$ cat src/bcr_div.sv
// ----------------------------------------------------------------------------
// bcr_div: pipelined restoring divider
// Forms floor(num * 2^F / den) for 0 < num < den, one quotient bit a stage.
// ----------------------------------------------------------------------------
module bcr_div #(
   parameter int FRAC_BITS = 16
) (
   input  logic                 clock,
   input  logic                 ce,
   input  logic [FRAC_BITS:0]   num,
   input  logic [FRAC_BITS:0]   den,
   output logic [FRAC_BITS-1:0] quo
);

   localparam int F = FRAC_BITS;

   logic [F:0]   r_ff [F];
   logic [F-1:0] q_ff [F];

   for (genvar i = 0; i < F; i++) begin : g_step
      logic [F:0]   r_prev;
      logic [F-1:0] q_prev;
      logic [F+1:0] r_sh;
      logic [F+1:0] r_sub;
      logic [F:0]   r_in;
      logic [F-1:0] q_in;

      if (i == 0) begin : g_first
         assign r_prev = num;
         assign q_prev = '0;
      end else begin : g_next
         assign r_prev = r_ff[i-1];
         assign q_prev = q_ff[i-1];
      end

      always_comb begin
         r_sh  = {r_prev, 1'b0};
         r_sub = r_sh - {1'b0, den};
         if (r_sh >= {1'b0, den}) begin
            r_in = r_sub[F:0];
            q_in = {q_prev[F-2:0], 1'b1};
         end else begin
            r_in = r_sh[F:0];
            q_in = {q_prev[F-2:0], 1'b0};
         end
      end

      always_ff @(posedge clock) begin
         if (ce) begin
            r_ff[i] <= r_in;
            q_ff[i] <= q_in;
         end
      end
   end

   assign quo = q_ff[F-1];

endmodule

$ cat config.mk
export PLATFORM = sky130hd
export DESIGN_NAME = bcr_div
export DESIGN_NICKNAME = d
export VERILOG_FILES = /design/src/bcr_div.sv
export SDC_FILE = /design/constraint.sdc
export NUM_CORES = 1
export LEC_CHECK = 0
export ABC_AREA = 1
export BUFFER_PORTS_ARGS = -buffer_cell sky130_fd_sc_hd__buf_2
export CORE_MARGIN = 2
export CORE_UTILIZATION = 39
export CTS_BUF_LIST = sky130_fd_sc_hd__clkbuf_16
export DETAILED_ROUTE_END_ITERATION = 8
export PLACE_DENSITY_LB_ADDON = 0.08
export SLEW_MARGIN = 10
export SYNTH_ARGS = -nofsm -noshare
export SYNTH_HDL_FRONTEND = slang
export SYNTH_SLANG_ARGS = --single-unit
$ cat constraint.sdc
create_clock -name clock -period 4.3 [get_ports clock]
set_input_delay 0 -clock clock [delete_from_list [all_inputs] [get_ports clock]]
set_output_delay 0 -clock clock [all_outputs]
set_load 0.02 [all_outputs]
# Word-level counts from Yosys, hierarchy flattened
# Memories as Yosys holds them, arrays and structs flattened.
# Index checks and enable logic that the tools add are counted.
[totals] regBits=0 ram_bits=528 in_bits=36 out_inout_bits=16 elab_cells=68 n_memories=2
[memory_table] memory="r_ff" words=16 word_bits=17 read_ports=15 rd_ports_with_merged_regs=0 wr=16 line="17" rtl="logic [F:0] r_ff [F];"
[memory_table] memory="q_ff" words=16 word_bits=16 read_ports=16 rd_ports_with_merged_regs=0 wr=16 line="18" rtl="logic [F-1:0] q_ff [F];"
[classes] n_addsub=16 order_cmp=16 muxes=34
[op_table] cell="$ge 18x17->1" n=16
[op_table] cell="$mux 17" n=16
[op_table] cell="$sub 17x17->17" n=16
[op_table] cell="$mux 1" n=18

# Longest topological paths before layout
# Gate-level depths: netlist of the first run.
# An unclocked memory read counts as a cell.
[depth] word_depth=3 ltp_mapped=14 depth_no_buf=13

# Worst setup path after synthesis of the first run
# No wires, ideal clock.
[synth_timing] path_kind="input -> register" from="input den[0]" to="memory r_ff[0][115] (netlist bit), data pin" setup_ns=0.253 arrival_ns=2.031 t_required_ns=4.047 path_slack_ns=2.016 cell_stages=14 n_path_buf=3 path_cell_list="inv_1 -> buf_2 -> buf_1 -> ha_1 -> inv_1 -> nor2_1 -> nand2_1 -> nor3_2 -> nor2_1 -> nand2_4 -> inv_4 -> buf_6 -> nand2_2 -> nand2_1"
[synth_lines] element="start, declared" line="11" rtl="input logic [FRAC_BITS:0] den,"
[synth_lines] element="end, declared" line="17"

==> impl_metrics.json, run 1 <==
{
  "hold_path.class": "in -> reg",
  "setup_violations": 0,
  "antenna_found_initial": 0,
  "path_common_cell": "nor2_1",
  "first_pass_iters": 5,
  "grt_max_degree": 102,
  "drc": 0,
  "routed_wl_mm": 90.2,
  "die_area_um2": 83400,
  "instances_no_fill": 5639,
  "clockRootBuffer": "clkbuf_16",
  "clockBufferDepth": 3,
  "io_buffers": 51,
  "period_minus_slack_ns": 2.38,
  "required_ns": 4.64,
  "grt_pass1_wl_mm": 141,
  "slew_violations": 0,
  "cp_num_buf_inv": 2,
  "startpoint_type": "flop",
  "drive_gt1_share_pct": 6.09,
  "synth_seq_cells": 391,
  "synth_nets": 4741,
  "clkTransAtPathRegs_ns": 0.06,
  "die_h_um": 289,
  "htreeDepth": 2,
  "syn_area_per_cell_um2": 7.15,
  "vias": 26600,
  "clock-sinks": 391,
  "ys.flop_type": "edfxtp_1",
  "cpPeakStageDelay_ns": 0.46,
  "slew_headroom_pct": 13.0,
  "final_cell_mix": "1953 x nand2_1, 712 x inv_1, 391 x edfxtp_1",
  "max_freq_mhz": 421,
  "cts_tree": "done",
  "rows": 104,
  "first_global_vias": 25600,
  "synth_area_um2": 31600,
  "synth_top_cell_by_area": "edfxtp_1",
  "path_max_fanout": 19,
  "outcome": "finished, final reports clean",
  "skew_ns": 0.0218,
  "post-cts-setup-buffer-count": 0,
  "gp_congestion": 0.872,
  "initial_core_util_pct": 39.3,
  "crit_path_end_kind": "flop",
  "grt-ovfl-total": 0,
  "worst_pin_slew_ns": 1.30,
  "p_per_area_nw_per_um2": 689,
  "numCtsBuffers": 51,
  "synth-edff-count": 391,
  "yosysWarnings": 0,
  "core_area_um2": 80400,
  "finalSetupTns_ns": 0,
  "netlist-cell-type-count": 35,
  "rsz0062_at_grt": "no",
  "final_common_cell": "nand2_1",
  "period_share_pct": 55.3,
  "utilization_pct": 43.5,
  "post_cts_resized": 0,
  "synthCells": 4419,
  "crit_arrival_ns": 2.71,
  "dp_cells": 5527,
  "vias_per_cell": 4.72,
  "grtUsageTotal_pct": 21.7,
  "worst-setup-path-type": "reg -> reg",
  "path_cells": "ha_1 > inv_1 > nor2_1 > nand4_1 > nor2_1 > nor2_1 > nand2_4 > inv_4 > nand2_1 > nand2_1",
  "crit_slowest_cell": "edfxtp_1",
  "cts.hold.buffers_added": 17,
  "drv_cap": 0,
  "crit_family": "simple AND/OR/NAND/NOR gates",
  "nets": 4859,
  "avgRoutedWirePerCell_um": 16.0,
  "ir_worst_vdd_mv": 0.329,
  "finalHoldViolCount": 0,
  "die_x_um": 289,
  "first_iter_violations": 1615,
  "clk_latency_ns": 0.60,
  "async_reset_ff_share_pct": 0,
  "p_leak_nw": 18.5,
  "ant_nets": 0,
  "area_growth_pct": 10.5,
  "ys_seq_area_share_pct": 37.1,
  "ys_top_cells_by_area": "edfxtp_1 37%, nand2_1 23%, ha_1 11%",
  "ios": 52,
  "synth_top_area_share_pct": 37.1,
  "dp_hpwl_mm": 67.5
}
metal layers:
metal | GRT usage (%) | share of wire [%]
met1 | 29.3 | 47
met2 | 36.9 | 46
met3 | 2.52 | 4.0
met4 | 5.61 | 2.5
met5 | 0 | 0
worst paths after layout:
| kind | startpoint | endpoint | slack [ns] | depth (start not counted) |
|---|---|---|---|---|
| min | num[16] | q_ff[0][0]$_DFFE_PP_ | 0.14 | 6 |
| max reg2reg | r_ff[1][15]$_DFFE_PP_ | r_ff[1][19]$_DFFE_PP_ | 1.92 | 10 |
| max | r_ff[1][15]$_DFFE_PP_ | r_ff[1][19]$_DFFE_PP_ | 1.92 | 10 |
| min reg2reg | q_ff[0][0]$_DFFE_PP_ | q_ff[0][17]$_DFFE_PP_ | 0.41 | 0 |
layout make-up:
class	count	area [µm²]
antenna	1	2.50
inverter	721	2740
multi-input combinational	3273	16800
timing repair buffer	99	706
sequential	391	11700
tap	1060	1330
clock inverter	41	328
clock buffer	53	1330
fill	8385	45500
state kept, by name, summed over array words and instances, names as in the netlist:
signal	count
r_ff	255
q_ff	136
Yosys cell counts (all sizes together), types with 30 or more instances:
cell type     n
edfxtp      391
a21oi       140
buf          34
xor2         62
nor2        242
nor3         46
ha          271
or2          55
nand3       270
nand3b       82
inv         720
nand2      2000
xnor2        30
worst register-to-register path, cell delays in order, from the launching register on:
cell      delay [ns]
edfxtp_1        0.46
ha_1            0.35
inv_1           0.06
nor2_1          0.27
nand4_1         0.22
nor2_1          0.15
nor2_1          0.08
nand2_4         0.22
inv_4           0.16
nand2_1         0.09
nand2_1         0.06
report_power, final:
group	leakage (nW)	switching [W]	total (W)	internal (W)
Clock	0.847	0.00171	0.00423	0.00252
Sequential	3.83	0.000993	0.00718	0.00618
Combinational	13.9	0.00824	0.0127	0.00444
Total	18.5	0.0109	0.0241	0.0131
through the flow:
| stage | total power, W | instance area, µm² | hold slack [ns] | worst slack, ns |
|---|---|---|---|---|
| 5_1_grt | 0.0266 | 35000 | 0.180 | 1.68 |
| 6_report | 0.0241 | 35000 | 0.142 | 1.92 |
| 2_1_floorplan | 0.0167 | 31600 | 0.112 | 2.02 |
| 3_3_place_gp | 0.0199 | 33100 | 0.303 | 1.23 |
| 3_5_place_dp | 0.0199 | 33100 | 0.309 | 1.21 |
| 4_1_cts | 0.0243 | 35000 | 0.116 | 1.87 |
logic make-up after synthesis:
group                    synth area share (%)
AND/OR/NAND/NOR                          36.3
buffers and inverters                    9.79
flip-flops                               37.1
adder cells (fa/ha/maj)                  11.7
AO/OA/AOI/OAI                            2.59
XOR/XNOR                                 2.55
(Power assumes the default switching activity.)
==> run 2, diff against run 1 <==
==> constraint.sdc (replaced) <==
create_clock -name clock -period 1.9 [get_ports clock]
set_input_delay 0 -clock clock [delete_from_list [all_inputs] [get_ports clock]]
set_output_delay 0 -clock clock [all_outputs]
set_load 0.02 [all_outputs]
==> impl_metrics.json, run 2 (same netlist as run 1, synthesis figures left out) <==
{
  "place_area_um2": 39400,
  "nets": 5846,
  "grt_max_degree": 63,
  "ant_nets": 0,
  "grt_pass1_wl_mm": 158,
  "top_register": "r_ff",
  "clockRootBuffer": "clkbuf_16",
  "setup_violations": 235,
  "instances_no_fill": 6623,
  "avgRoutedWirePerCell_um": 15.9,
  "final_cell_mix": "1490 x nand2_1, 866 x buf_4, 629 x inv_1",
  "worstReg2RegEnd": "r_ff[1][61]$_DFFE_PP_",
  "cts_tree": "done",
  "hold_path.class": "in -> reg",
  "violations": "negative setup slack",
  "max_freq_mhz": 480,
  "hold_start": "den[0]",
  "num-fill-cells": 6988,
  "skew_ns": 0.0292,
  "antenna_found_initial": 1,
  "crit_arrival_ns": 2.44,
  "first_global_vias": 30200,
  "final_common_cell": "nand2_1",
  "path_max_fanout": 8,
  "first_iter_violations": 1579,
  "area_growth_pct": 57.4,
  "p_per_area_nw_per_um2": 1620,
  "p_leak_nw": 24.7,
  "drive_gt1_share_pct": 41.5,
  "dp_cells": 6271,
  "numCtsBuffers": 50,
  "vias": 31500,
  "hold_end": "r_ff[1][17]$_SDFFCE_PN0P_",
  "largest_register_ffs": 255,
  "die_area_um2": 83400,
  "postLayoutCellArea_um2": 49800,
  "grtUsageTotal_pct": 24.3,
  "first_pass_iters": 5,
  "drc": 0,
  "wl_met2_mm": 51.9,
  "wl_met1_mm": 46.3,
  "period_minus_slack_ns": 2.09,
  "reg_top3": "r_ff (255), q_ff (136)",
  "rrSetupSlack_ns": -0.19,
  "gp_congestion": 0.897,
  "hold-path-cell-count": 5,
  "met3_length_mm": 3.71,
  "slew_violations": 0,
  "clockBufferDepth": 3,
  "dp_hpwl_mm": 73.5,
  "timing.rr.start": "r_ff[1][48]$_DFFE_PP_",
  "ir_worst_vdd_mv": 0.743,
  "period_share_pct": 110,
  "htreeDepth": 2,
  "worst_r2r_path_depth": 11,
  "die_x_um": 289,
  "worst_pin_slew_ns": 0.402,
  "timing.final.ws_setup_ns": -0.185,
  "clkTransAtPathRegs_ns": 0.06,
  "routed_wl_mm": 105,
  "clock-sinks": 391,
  "startpoint_type": "flop",
  "slew_headroom_pct": 73.2,
  "initial_core_util_pct": 39.3,
  "drv_cap": 0,
  "rsz0062_at_grt": "yes",
  "rows": 104,
  "vias_per_cell": 4.75,
  "io_buffers": 51,
  "required_ns": 2.26,
  "finalHoldViolCount": 0,
  "outcome": "finished with violations",
  "ios": 52,
  "die_h_um": 289,
  "worst-setup-path-type": "reg -> reg",
  "dr.max_layer_used": "met4",
  "core_area_um2": 80400,
  "grt-ovfl-total": 0,
  "crit_path_end_kind": "flop",
  "clk_latency_ns": 0.61
}
==> run 2: cell count changes in the layout (fill, tap and decap cells not counted), moves of 70 or more <==
cell     before   now
inv_2         4    77
nand2_4      16   113
nand2_1    1953  1490
buf_4        28   866
nand3_1     265   138
nor2_1      233   112
nand3_2       5   112
ha_1        271    78
ha_4          0   191
nor2_4        1    71
nand2_2      31   388
inv_1       712   629
==> run 2: worst max path at each step <==
stage,slack [ns],cells past startpoint,startpoint,endpoint
3_3_place_gp,-0.29,15,den[1],r_ff[0][32]$_DFFE_PP_
6_report,-0.19,11,r_ff[1][48]$_DFFE_PP_,r_ff[1][61]$_DFFE_PP_
5_1_grt,-0.26,11,r_ff[0][43]$_DFFE_PP_,r_ff[0][53]$_DFFE_PP_
2_1_floorplan,0.02,13,r_ff[0][68]$_SDFFCE_PN0P_,r_ff[0][100]$_DFFE_PP_
4_1_cts,-0.18,12,r_ff[0][68]$_SDFFCE_PN0P_,r_ff[0][97]$_DFFE_PP_
3_5_place_dp,-0.30,15,den[16],r_ff[1][57]$_DFFE_PP_
==> run 2: what timing repair did <==
item	in CTS	in global routing
hold buffers	17	0
pin swaps	257	294
gates resized for setup	777	656
endpoints found under the hold margin	106	0
endpoints found under the setup margin	246	253
cloned	24	6
buffers inserted	127	93
==> run 2: critical path, stage by stage (launching register included) <==
cell and delay (ns):
edfxtp_1 0.47, ha_4 0.34, nand2_4 0.07, nor2_4 0.12
nand2_2 0.08, nor2_4 0.13, nor2_4 0.08, buf_12 0.13
nand2_8 0.12, clkinv_8 0.12, nand2_2 0.09, nand2_2 0.06
==> run 2: layout make-up <==
| type | instances | area, µm² | share of cell area [%] |
|---|---|---|---|
| diodes | 1 | 2.50 | 0.00503 |
| inverters | 721 | 2850 | 5.73 |
| well taps | 1060 | 1330 | 2.67 |
| repair buffers | 1066 | 9110 | 18.3 |
| multi-input cells | 3281 | 22900 | 46.0 |
| repair inverters | 13 | 153 | 0.307 |
| clock inverters | 39 | 420 | 0.845 |
| clock buffers | 51 | 1280 | 2.56 |
| flip-flops and latches | 391 | 11700 | 23.6 |
==> run 2: power by group <==
| part | switching [W] | internal [W] | total, W |
|---|---|---|---|
| logic | 0.0279 | 0.0259 | 0.0539 |
| clock network | 0.00389 | 0.00606 | 0.00995 |
| registers | 0.00269 | 0.0140 | 0.0167 |
==> run 2: stage by stage <==
step / hold slack, ns / worst slack [ns] / TNS [ns] / total power, W / utilization, %
6_report: 0.0720 / -0.185 / -15.28 / 0.0805 / 61.9
5_1_grt: 0.0860 / -0.263 / -34.52 / 0.0867 / 61.9
4_1_cts: 0.0266 / -0.180 / -13.00 / 0.0733 / 57.5
3_5_place_dp: 0.312 / -0.302 / -43.88 / 0.0541 / 48.9
3_3_place_gp: 0.311 / -0.286 / -41.75 / 0.0538 / 48.9
2_1_floorplan: 0.112 / 0.0200 / 0 / 0.0378 / -
==> run 2: per-layer routing <==
layer	up-vias	GRT usage, %
met5	-	0
met4	0	8.96
met3	165	2.88
met2	519	41.9
met1	14600	31.1
li1	16200	-
==> run 3, diff against run 2 <==
--- a/config.mk
+++ b/config.mk
@@ -11,6 +11,7 @@
 export CORE_UTILIZATION = 39
 export CTS_BUF_LIST = sky130_fd_sc_hd__clkbuf_16
 export DETAILED_ROUTE_END_ITERATION = 8
+export GPL_TIMING_DRIVEN = 0
 export PLACE_DENSITY_LB_ADDON = 0.08
 export SLEW_MARGIN = 10
 export SYNTH_ARGS = -nofsm -noshare
==> impl_metrics.json, run 3 (same netlist as run 1, synthesis figures left out) <==
{
  "outcome": "finished with violations",
  "violations": "negative setup slack",
  "crit_arrival_ns": 2.44,
  "antenna_found_initial": 0,
  "die_h_um": 289,
  "vias": 29800,
  "cts_tree": "done",
  "routed_wl_mm": 103,
  "postLayoutCellArea_um2": 46500,
  "p_total_w": 0.0776,
  "multi_input_comb_area_um2": 23400,
  "slew_violations": 0,
  "worst-setup-path-type": "reg -> reg",
  "final_common_cell": "nand2_1",
  "reg_top3": "r_ff (255), q_ff (136)",
  "top_register": "r_ff",
  "timing.rr.start": "r_ff[0][57]$_DFFE_PP_",
  "num-fill-cells": 7205,
  "seqCellArea_um2": 11700,
  "utilization_pct": 57.8,
  "startpoint": "r_ff[0][57]$_DFFE_PP_",
  "largest_register_ffs": 255,
  "met3_length_mm": 4.18,
  "clock-sinks": 391,
  "period_minus_slack_ns": 2.09,
  "nets": 5339,
  "p_leak_nw": 22.4,
  "place_area_um2": 33500,
  "grt_pass1_wl_mm": 148,
  "wl_met2_mm": 50.4,
  "numCtsBuffers": 49,
  "core_area_um2": 80400,
  "rows": 104,
  "crit_path_end_kind": "flop",
  "setup_violations": 241,
  "clkTransAtPathRegs_ns": 0.06,
  "grt-ovfl-total": 0,
  "vias_per_cell": 4.87,
  "clockRootBuffer": "clkbuf_16",
  "die_area_um2": 83400,
  "ant_nets": 0,
  "gp_congestion": 0.866,
  "ir_worst_vdd_mv": 0.769,
  "p_per_area_nw_per_um2": 1670,
  "die_x_um": 289,
  "required_ns": 2.25,
  "dr.max_layer_used": "met4",
  "io_buffers": 51,
  "finalSetupTns_ns": -27.37,
  "rsz0062_at_grt": "yes",
  "path_max_fanout": 8,
  "first_pass_iters": 8,
  "timing.final.ws_setup_ns": -0.185,
  "startpoint_type": "flop",
  "hold_path.class": "in -> reg",
  "ios": 52,
  "worst_pin_slew_ns": 0.797,
  "grtUsageTotal_pct": 23.0,
  "grt_max_degree": 112,
  "skew_ns": 0.0190,
  "drv_cap": 0,
  "drc": 0,
  "finalHoldViolCount": 0,
  "wl_met1_mm": 45.4,
  "drive_gt1_share_pct": 37.7,
  "dp_hpwl_mm": 67.8,
  "max_freq_mhz": 480,
  "avgRoutedWirePerCell_um": 16.9,
  "clockBufferDepth": 3,
  "area_growth_pct": 47.1,
  "htreeDepth": 2,
  "clk_latency_ns": 0.60,
  "antennaDiodeCount": 0,
  "first_iter_violations": 1561,
  "first_global_vias": 27000,
  "slew_headroom_pct": 46.8,
  "final_cell_mix": "1387 x nand2_1, 620 x inv_1, 455 x nand2_2",
  "period_share_pct": 110,
  "hold_start": "num[16]",
  "initial_core_util_pct": 39.3
}
run 3: cell type report:
type                            count  area share (%)
Buffer                             34            1.15
Clock buffer                       51            2.74
Clock inverter                     37           0.880
Inverter                          721            6.22
Multi-Input combinational cell   3274            50.3
Sequential cell                   391            25.2
Tap cell                         1060            2.85
Timing Repair Buffer              546            10.6
run 3: power by group:
part	internal (W)	switching (W)
combinational	0.0233	0.0275
clock	0.00605	0.00384
sequential	0.0140	0.00287
run 3: metrics by stage:
| step | setup slack (ns) | hold WS (ns) | instances |
|---|---|---|---|
| 3_5_place_dp | -1.82 | 0.290 | 5543 |
| 4_1_cts | -0.155 | 0.125 | 5821 |
| 6_report | -0.185 | 0.0966 | 6114 |
| 2_1_floorplan | 0.0200 | 0.112 | 4419 |
| 3_3_place_gp | -5.45 | 0.304 | 5530 |
| 5_1_grt | -0.269 | 0.155 | 6114 |
run 3: final timing paths:
kind	end	slack, ns	cells after the start
worst min-delay path	r_ff[0][13]$_DFFE_PP_	0.1	8
worst min register to register	q_ff[0][117]$_DFFE_PP_	0.40	0
worst max-delay path	r_ff[0][74]$_DFFE_PP_	-0.19	13
worst max register to register	r_ff[0][74]$_DFFE_PP_	-0.19	13
run 3: timing repair:
item | 4_1_cts | 5_1_grt
setup endpoints to repair | 271 | 260
setup buffers | 170 | 272
hold buffers | 17 | 0
hold endpoints to repair | 101 | 0
pin swaps | 138 | 460
resized for setup | 499 | 1097
gates cloned | 3 | 22
run 3: per-layer routing:
metal | GRT usage (%) | vias up
li1 | - | 15200
met5 | 0 | -
met1 | 30.0 | 13900
met4 | 7.86 | 0
met3 | 2.99 | 183
met2 | 39.1 | 556
run 3: worst max-delay path: stages, from the launching register on:
cell       delay, ns
edfxtp_1        0.46
ha_4            0.33
nand2_1         0.06
nand2_1         0.10
nand2_1         0.06
nand2_1         0.09
inv_2           0.06
nand3_4         0.07
nand2_4         0.07
nand2_8         0.13
clkinv_8        0.10
clkbuf_16       0.18
nand2_4         0.05
nand2_2         0.06
